### src/design/mfhd_pkg.sv
package mfhd_pkg;

  localparam int unsigned ByteW   = 8;
  localparam int unsigned RoleW   = 2;
  localparam int unsigned OffsetW = 24;
  localparam int unsigned TypeW   = 4;
  localparam int unsigned LenW    = 28;
  localparam int unsigned CapW    = 24;

  localparam logic [CapW-1:0] CapReset = 24'd20480;
  localparam int unsigned MaxLenBytesDefault = 4;

  localparam logic [RoleW-1:0] RoleCommand = 2'd0;
  localparam logic [RoleW-1:0] RoleLength  = 2'd1;
  localparam logic [RoleW-1:0] RolePayload = 2'd2;

  typedef struct packed {
    logic [ByteW-1:0]   data_byte;
    logic [RoleW-1:0]   byte_role;
    logic [OffsetW-1:0] byte_offset;
    logic [TypeW-1:0]   packet_type;
    logic [LenW-1:0]    remaining_length;
    logic               end_of_packet;
    logic               status;
  } result_t;

endpackage

### src/design/mfhd_core.sv
module mfhd_core #(
  parameter int unsigned MaxLenBytes = mfhd_pkg::MaxLenBytesDefault
) (
  input  logic                         clk_i,
  input  logic                         rst_ni,
  input  logic                         accept_i,
  input  logic [mfhd_pkg::ByteW-1:0]   rx_byte_i,
  input  logic                         cfg_we_i,
  input  logic [mfhd_pkg::CapW-1:0]    cfg_wdata_i,
  output mfhd_pkg::result_t            result_o
);
  import mfhd_pkg::*;

  localparam logic [1:0] PhCommand = 2'd0;
  localparam logic [1:0] PhLength  = 2'd1;
  localparam logic [1:0] PhPayload = 2'd2;

  logic [1:0]         phase_q, phase_d;
  logic [ByteW-1:0]   cmd_q, cmd_d;
  logic [LenW-1:0]    len_q, len_d;
  logic [2:0]         cnt_q, cnt_d;
  logic [LenW-1:0]    left_q, left_d;
  logic [OffsetW-1:0] pos_q, pos_d;
  logic               over_q, over_d;
  logic [CapW-1:0]    cap_q;

  logic [LenW-1:0]    group;
  logic [LenW-1:0]    len_acc;
  logic [2:0]         cnt_inc;
  logic [LenW:0]      total;
  logic               len_done;
  logic [LenW-1:0]    left_dec;

  always_comb begin
    // 7-bit group placed by its index in the length field
    case (cnt_q[1:0])
      2'd0: group = {21'd0, rx_byte_i[6:0]};
      2'd1: group = {14'd0, rx_byte_i[6:0], 7'd0};
      2'd2: group = {7'd0, rx_byte_i[6:0], 14'd0};
      2'd3: group = {rx_byte_i[6:0], 21'd0};
      default: group = '0;
    endcase
    len_acc  = (cnt_q < 3'd4) ? (len_q | group) : len_q;
    cnt_inc  = cnt_q + 3'd1;
    len_done = (cnt_inc >= 3'(MaxLenBytes)) || !rx_byte_i[7];
    total    = {1'b0, len_acc} + {{(LenW-2){1'b0}}, cnt_inc} + {{LenW{1'b0}}, 1'b1};
    left_dec = (left_q != '0) ? (left_q - 1'b1) : left_q;
  end

  always_comb begin
    phase_d = phase_q;
    cmd_d   = cmd_q;
    len_d   = len_q;
    cnt_d   = cnt_q;
    left_d  = left_q;
    pos_d   = pos_q + 1'b1;
    over_d  = over_q;

    result_o.data_byte        = rx_byte_i;
    result_o.byte_offset      = pos_q;
    result_o.packet_type      = cmd_q[7:4];
    result_o.remaining_length = len_q;
    result_o.end_of_packet    = 1'b0;
    result_o.byte_role        = RolePayload;

    case (phase_q)
      PhCommand: begin
        result_o.byte_role        = RoleCommand;
        result_o.packet_type      = rx_byte_i[7:4];
        result_o.remaining_length = '0;
        cmd_d   = rx_byte_i;
        len_d   = '0;
        cnt_d   = '0;
        phase_d = PhLength;
      end
      PhLength: begin
        result_o.byte_role        = RoleLength;
        result_o.remaining_length = len_acc;
        len_d = len_acc;
        cnt_d = cnt_inc;
        if (len_done) begin
          if (total > {{(LenW+1-CapW){1'b0}}, cap_q}) begin
            over_d = 1'b1;
          end
          left_d = len_acc;
          if (len_acc == '0) begin
            result_o.end_of_packet = 1'b1;
            phase_d = PhCommand;
            cmd_d   = '0;
            len_d   = '0;
            cnt_d   = '0;
            left_d  = '0;
            pos_d   = '0;
          end else begin
            phase_d = PhPayload;
          end
        end
      end
      default: begin
        left_d = left_dec;
        if (left_dec == '0) begin
          result_o.end_of_packet = 1'b1;
          phase_d = PhCommand;
          cmd_d   = '0;
          len_d   = '0;
          cnt_d   = '0;
          pos_d   = '0;
        end
      end
    endcase
    result_o.status = over_d;
  end

  always_ff @(posedge clk_i or negedge rst_ni) begin
    if (!rst_ni) begin
      phase_q <= PhCommand;
      cmd_q   <= '0;
      len_q   <= '0;
      cnt_q   <= '0;
      left_q  <= '0;
      pos_q   <= '0;
      over_q  <= 1'b0;
    end else if (accept_i) begin
      phase_q <= phase_d;
      cmd_q   <= cmd_d;
      len_q   <= len_d;
      cnt_q   <= cnt_d;
      left_q  <= left_d;
      pos_q   <= pos_d;
      over_q  <= over_d;
    end
  end

  always_ff @(posedge clk_i or negedge rst_ni) begin
    if (!rst_ni) begin
      cap_q <= CapReset;
    end else if (cfg_we_i) begin
      cap_q <= cfg_wdata_i;
    end
  end

endmodule

### src/design/mfhd_out_reg.sv
module mfhd_out_reg (
  input  logic              clk_i,
  input  logic              rst_ni,
  input  logic              in_valid_i,
  output logic              in_ready_o,
  input  mfhd_pkg::result_t in_data_i,
  output logic              out_valid_o,
  input  logic              out_ready_i,
  output mfhd_pkg::result_t out_data_o
);
  import mfhd_pkg::*;

  logic    valid_q;
  result_t data_q;

  // new request may land while the held one leaves in the same cycle
  assign in_ready_o  = !valid_q || out_ready_i;
  assign out_valid_o = valid_q;
  assign out_data_o  = data_q;

  always_ff @(posedge clk_i or negedge rst_ni) begin
    if (!rst_ni) begin
      valid_q <= 1'b0;
    end else if (in_ready_o) begin
      valid_q <= in_valid_i;
    end
  end

  always_ff @(posedge clk_i) begin
    if (in_valid_i && in_ready_o) begin
      data_q <= in_data_i;
    end
  end

endmodule

### src/design/mqtt_fixed_header_deframer_top.sv
// Channel   Handshake                  Payload
// rx        rx_valid_i / rx_ready_o    rx_byte_i
// out       out_valid_o / out_ready_i  data_byte_o .. status_o
// cfg       cfg_we_i                   cfg_wdata_i (buffer capacity)
//
// One byte per cycle while rx_ready_o is high; the result appears in the output register
// in the cycle after its request is taken. Framing state updates in the same cycle.
// Reset clears the framing state and the oversize flag, capacity to 20480.
// rx_ready_o drops only while a held result is not taken by the sink.
module mqtt_fixed_header_deframer_top #(
  parameter int unsigned MaxLenBytes = mfhd_pkg::MaxLenBytesDefault
) (
  input  logic                         clk_i,
  input  logic                         rst_ni,
  input  logic                         rx_valid_i,
  output logic                         rx_ready_o,
  input  logic [mfhd_pkg::ByteW-1:0]   rx_byte_i,
  output logic                         out_valid_o,
  input  logic                         out_ready_i,
  output logic [mfhd_pkg::ByteW-1:0]   data_byte_o,
  output logic [mfhd_pkg::RoleW-1:0]   byte_role_o,
  output logic [mfhd_pkg::OffsetW-1:0] byte_offset_o,
  output logic [mfhd_pkg::TypeW-1:0]   packet_type_o,
  output logic [mfhd_pkg::LenW-1:0]    remaining_length_o,
  output logic                         end_of_packet_o,
  output logic                         status_o,
  input  logic                         cfg_we_i,
  input  logic [mfhd_pkg::CapW-1:0]    cfg_wdata_i
);
  import mfhd_pkg::*;

  result_t core_res;
  result_t out_res;
  logic    accept;

  assign accept = rx_valid_i && rx_ready_o;

  mfhd_core #(
    .MaxLenBytes(MaxLenBytes)
  ) u_core (
    .clk_i      (clk_i),
    .rst_ni     (rst_ni),
    .accept_i   (accept),
    .rx_byte_i  (rx_byte_i),
    .cfg_we_i   (cfg_we_i),
    .cfg_wdata_i(cfg_wdata_i),
    .result_o   (core_res)
  );

  mfhd_out_reg u_out_reg (
    .clk_i      (clk_i),
    .rst_ni     (rst_ni),
    .in_valid_i (rx_valid_i),
    .in_ready_o (rx_ready_o),
    .in_data_i  (core_res),
    .out_valid_o(out_valid_o),
    .out_ready_i(out_ready_i),
    .out_data_o (out_res)
  );

  assign data_byte_o        = out_res.data_byte;
  assign byte_role_o        = out_res.byte_role;
  assign byte_offset_o      = out_res.byte_offset;
  assign packet_type_o      = out_res.packet_type;
  assign remaining_length_o = out_res.remaining_length;
  assign end_of_packet_o    = out_res.end_of_packet;
  assign status_o           = out_res.status;

endmodule

### config.mk
export PLATFORM = sky130hd
export DESIGN_NAME = mqtt_fixed_header_deframer_top
export DESIGN_NICKNAME = d
export VERILOG_FILES = /design/src/design/mfhd_pkg.sv /design/src/design/mfhd_core.sv /design/src/design/mfhd_out_reg.sv /design/src/design/mqtt_fixed_header_deframer_top.sv
export SDC_FILE = /design/constraint.sdc
export NUM_CORES = 1
export LEC_CHECK = 0
export BUFFER_PORTS_ARGS = -buffer_cell sky130_fd_sc_hd__clkbuf_2
export CAP_MARGIN = 20
export CELL_PAD_IN_SITES_DETAIL_PLACEMENT = 1
export CELL_PAD_IN_SITES_GLOBAL_PLACEMENT = 1
export CORE_AREA = 2 2 170 172
export DETAILED_ROUTE_END_ITERATION = 16
export DIE_AREA = 0 0 172 174
export HOLD_SLACK_MARGIN = 0.03
export PLACE_DENSITY_LB_ADDON = 0.1
export SYNTH_ARGS = -nofsm -noshare
export SYNTH_HDL_FRONTEND = slang
export SYNTH_SLANG_ARGS = --single-unit
### constraint.sdc
create_clock -name clk_i -period 13.4 [get_ports clk_i]
set_input_delay 1.34 -clock clk_i [delete_from_list [all_inputs] [get_ports clk_i]]
set_output_delay 1.34 -clock clk_i [all_outputs]
set_load 0.005 [all_outputs]
* Yosys cells after proc, flatten, opt, wreduce, memory -nomap -nowiden
Cells that the tools add are included.
Word-level totals: register bits after elaboration 187, input port bits 37, output and inout bits 70, word-level logic and storage cells 82
Operators by class: add/subtract/negate cells 5, magnitude comparators 3, equality and inequality tests 6, muxes and demuxes 35, bitwise gates (word level) 2, reduce and logical (&&, ||, !) cells 15
Operators by type and width (count):
- $mux W28 | 6
- $pmux W28 S2 | 3
- $pmux W28 S4 | 1
- $mux W24 | 3
- $logic_not A28 Y1 | 2
- $pmux W24 S2 | 1
- $add A28 B3 Y29 | 1
- $add A29 B1 Y29 const B | 1
- $gt A29 B24 Y1 | 1
- $or A28 B28 Y28 | 1
- $reduce_bool A28 Y1 | 1
- $sub A28 B1 Y28 const B | 1
- $add A24 B1 Y24 const B | 1
- $mux W8 | 3
- $pmux W8 S2 | 1
- $mux W3 | 3
- $pmux W2 S2 | 2
- $mux W1 | 6
- $mux W2 | 3
- $pmux W3 S2 | 1
- $reduce_and A3 Y1 | 2
- $eq A2 B1 Y1 const B | 2
- $eq A2 B2 Y1 const B | 2
- $logic_not A2 Y1 | 2
- 13 further kinds | 16

* Logic depth before layout (Yosys ltp)
word-level depth 10, gate-level depth with buffers 23, depth with buffers taken out 21

* By module
From an unflattened synthesis, not the netlist that was laid out.
Second synthesis, totals: cell total of the unflattened synthesis 996, area, all modules 9676.8 sq um
Modules (own cells, without submodules):
- mfhd_core | instances 1, cells an instance 923, area each 7574.8 sq um, seq. area each 2855.2 sq um
- mfhd_out_reg | instances 1, cells an instance 72, area each 2095.8 sq um, seq. area each 2067.0 sq um
- mqtt_fixed_header_deframer_top | instances 1, cells an instance 1, area each 6.3 sq um, seq. area each 0.0 sq um

* Least setup slack after synthesis
OpenSTA, ideal clock, no wires.
path type input to register, from input port rx_byte_i[4] (netlist bit), to register u_out_reg.data_q (netlist bit u_out_reg.out_data_o[0]), data pin, setup time 0.266 ns, arrival time 4.698 ns, required time 13.134 ns, slack 8.436 ns, stages 14, path buffers 1, cells stage by stage clkbuf_1 -> a21oi_1 -> or3_1 -> or3_1 -> or4_1 -> xor2_1 -> ha_1 -> nand2_1 -> nor2_1 -> a2111oi_0 -> o221a_2 -> a211oi_1 -> nor4_1 -> nor2_1
RTL lines:
- start, declared | line mqtt_fixed_header_deframer_top.sv:17 | input logic [mfhd_pkg::ByteW-1:0] rx_byte_i,
- end signal, assigned | line mfhd_out_reg.sv:31 | data_q <= in_data_i;
- end, declared | line mfhd_out_reg.sv:14 | result_t data_q;

==> out/qor.yml <==
numCtsBuffers: 17
relSlewSlack: 0.283
ys_types: 77
die_w_um: 172
yosys_warnings: 0
fin_crit_sh: 0.417
final_max_slew_viol_count: 0
viasPerCell: 5.43
syn_inst: 984
overflow: 0
num_rows: 62
ff2ff_path_depth: 19
setup_violations: 0
start_kind: "register"
synth_edf_count: 68
clockBufferDepth: 2
endpoint_kind: "register"
min_path_cells: 0
cts_hold_repair.buffers: 0
ys_ff_latch: 183
worst_pin_slew_ns: 1.07
final_hold_viol_count: 0
hold_path.class: "reg -> reg"
cts_tree: "built"
post_cts_resized: 0
cts-root-buf: "clkbuf_16"
final_cell_mix: "nand2_1, dfrtp_1, clkbuf_2"
max_freq_mhz: 179
cts-htree-levels: 4
cts.clk_slew.worst_paths_ns: 0.08
dp_hpwl_mm: 22.3
ant_nets: 0
initial_utilization: 0.342
pin_count: 107
wl_per_cell_um: 21.1
drt_first_pass_iters: 4
finalSetupTns_ns: 0
cap_viol_max_count: 0
grt_pass1_vias: 8177
die-height_um: 174
drive_gt1_frac: 0.164
rsz0062_at_grt: "false"
cts_sinks: 183
avgSynthCellArea_um2: 9.83
worstPathArrival_ns: 5.78
dr.first_iter.drc_count: 518
antenna_found_initial: 0
vias: 8013
seq_area_frac_synth: 0.509
synth.area.top_cells: "dfrtp_1, edfxtp_1, o21ai_0"
drt-total-wl_mm: 31.1
coreArea_um2: 28200
antenna_cells: 0
synthArstFlopShare: 0.628
synth_top_area_share: 0.292
leakage_nw: 4.75
fin_nets: 1151
worstPathRequired_ns: 13.58
grt_pass1_wl_mm: 48.9
areaGrowthSynthToFinish_pct: 15.8
cts_setup_buffers: 0
dieArea_um2: 29900
syn_nets: 1056
clock_latency_ns: 0.44
port_buffers: 106
syn_area_um2: 9670
fin_skew_ns: 0.0155
irDropWorstVdd_mv: 0.0701
period_minus_slack_ns: 5.59
grt_usage: 0.214
gp_congestion: 0.853
status: "completed"
ys.flop_type: "dfrtp_1"
criticalPathCategory: "reg -> reg"
total_power_mw: 2.37
synth_top_area_cell: "dfrtp_1"
cp_max_fo: 11
grt_max_degree: 66
p_per_area_nw_per_um2: 212
drc: 0
sequential cells by signal, indices dropped and copies added (netlist names):
name                   cells
u_out_reg.out_data_o      68
u_core.left_q             28
u_core.len_q              28
u_core.cap_q              24
u_core.pos_q              24
u_core.cmd_q               4
u_core.cnt_q               3
u_core.phase_q             2
u_core.over_q              1
u_out_reg.out_valid_o      1
synth_stat cells, types with 19 or more instances:
cell / number
nand2_1: 114
dfrtp_1: 113
o21ai_0: 96
nor2_1: 88
a21oi_1: 74
edfxtp_1: 68
inv_1: 42
ha_1: 34
clkbuf_1: 32
nor3_1: 27
xnor2_1: 27
xor2_1: 20
nand3_1: 19
cell type report:
class	instances	area [um^2]
clock buffers	17	425
inverters	43	163
multi-input cells	713	4390
repair buffers	121	646
fillers	3264	17000
well taps	384	480
clock inverters	15	174
flip-flops and latches	183	4920
kinds of logic (layout without fill, tap and decap cells):
family | after synthesis | count (layout) | synth area share
and+or+nand+nor | 357 | 357 | 0.182
AOI/OAI and AO/OA | 268 | 268 | 0.175
DFF | 183 | 183 | 0.509
buffers and inverters | 88 | 196 | 0.0378
xor gates and xnor gates | 47 | 47 | 0.0426
adders and majority gates | 35 | 35 | 0.0461
muxes | 6 | 6 | 0.00686
routing by layer:
metal	wire, um	track usage
met1	15500	0.315
met2	13900	0.328
met3	1150	0.0273
met4	618	0.0658
met5	0	0
path summary, 6_finish.rpt:
check | from | end | slack, ns
min in group asynchronous | rst_ni | u_core.cap_q[17] | 0.94
worst min-delay path | u_core.pos_q[23] | u_out_reg.out_data_o[57] | 0.48
worst min register to register | u_core.pos_q[23] | u_out_reg.out_data_o[57] | 0.48
max in group asynchronous | rst_ni | u_core.pos_q[21] | 11.03
worst max-delay path | u_core.cnt_q[0] | u_out_reg.out_data_o[0] | 7.81
worst max register to register | u_core.cnt_q[0] | u_out_reg.out_data_o[0] | 7.81
critical path: stages (launching register included):
cell and delay (ns):
dfrtp_1 0.45, inv_1 0.12, ha_1 0.20, nor2b_1 0.67, a21oi_1 0.28, ha_1 0.24
inv_1 0.08, fa_1 0.22, a21o_1 0.21, nand3_1 0.22, or4_1 0.57, xor2_1 0.19
ha_1 0.31, nand2_1 0.08, nor2_1 0.04, a2111oi_0 0.64, o221a_2 0.31, a211oi_1 0.04
nor4_1 0.36, nor2_1 0.10
where the power goes:
| group | internal (mW) | switching (mW) |
|---|---|---|
| Clock | 0.268 | 0.261 |
| Combinational | 0.362 | 0.630 |
| Sequential | 0.719 | 0.135 |
| Total | 1.35 | 1.03 |
metrics by stage:
step           hold slack (ns)  instance area, um^2  utilization  setup slack [ns]  cells
2_1_floorplan            0.444                 9670            -              8.44    984
3_3_place_gp             0.467                10600        0.375              7.91   1444
3_5_place_dp             0.467                10600        0.375              7.66   1444
4_1_cts                  0.489                11200        0.396              7.83   1476
5_1_grt                  0.501                11200        0.396              7.49   1476
6_report                 0.483                11200        0.396              7.81   1476
No activity file was read; power rests on OpenSTA's default activity.
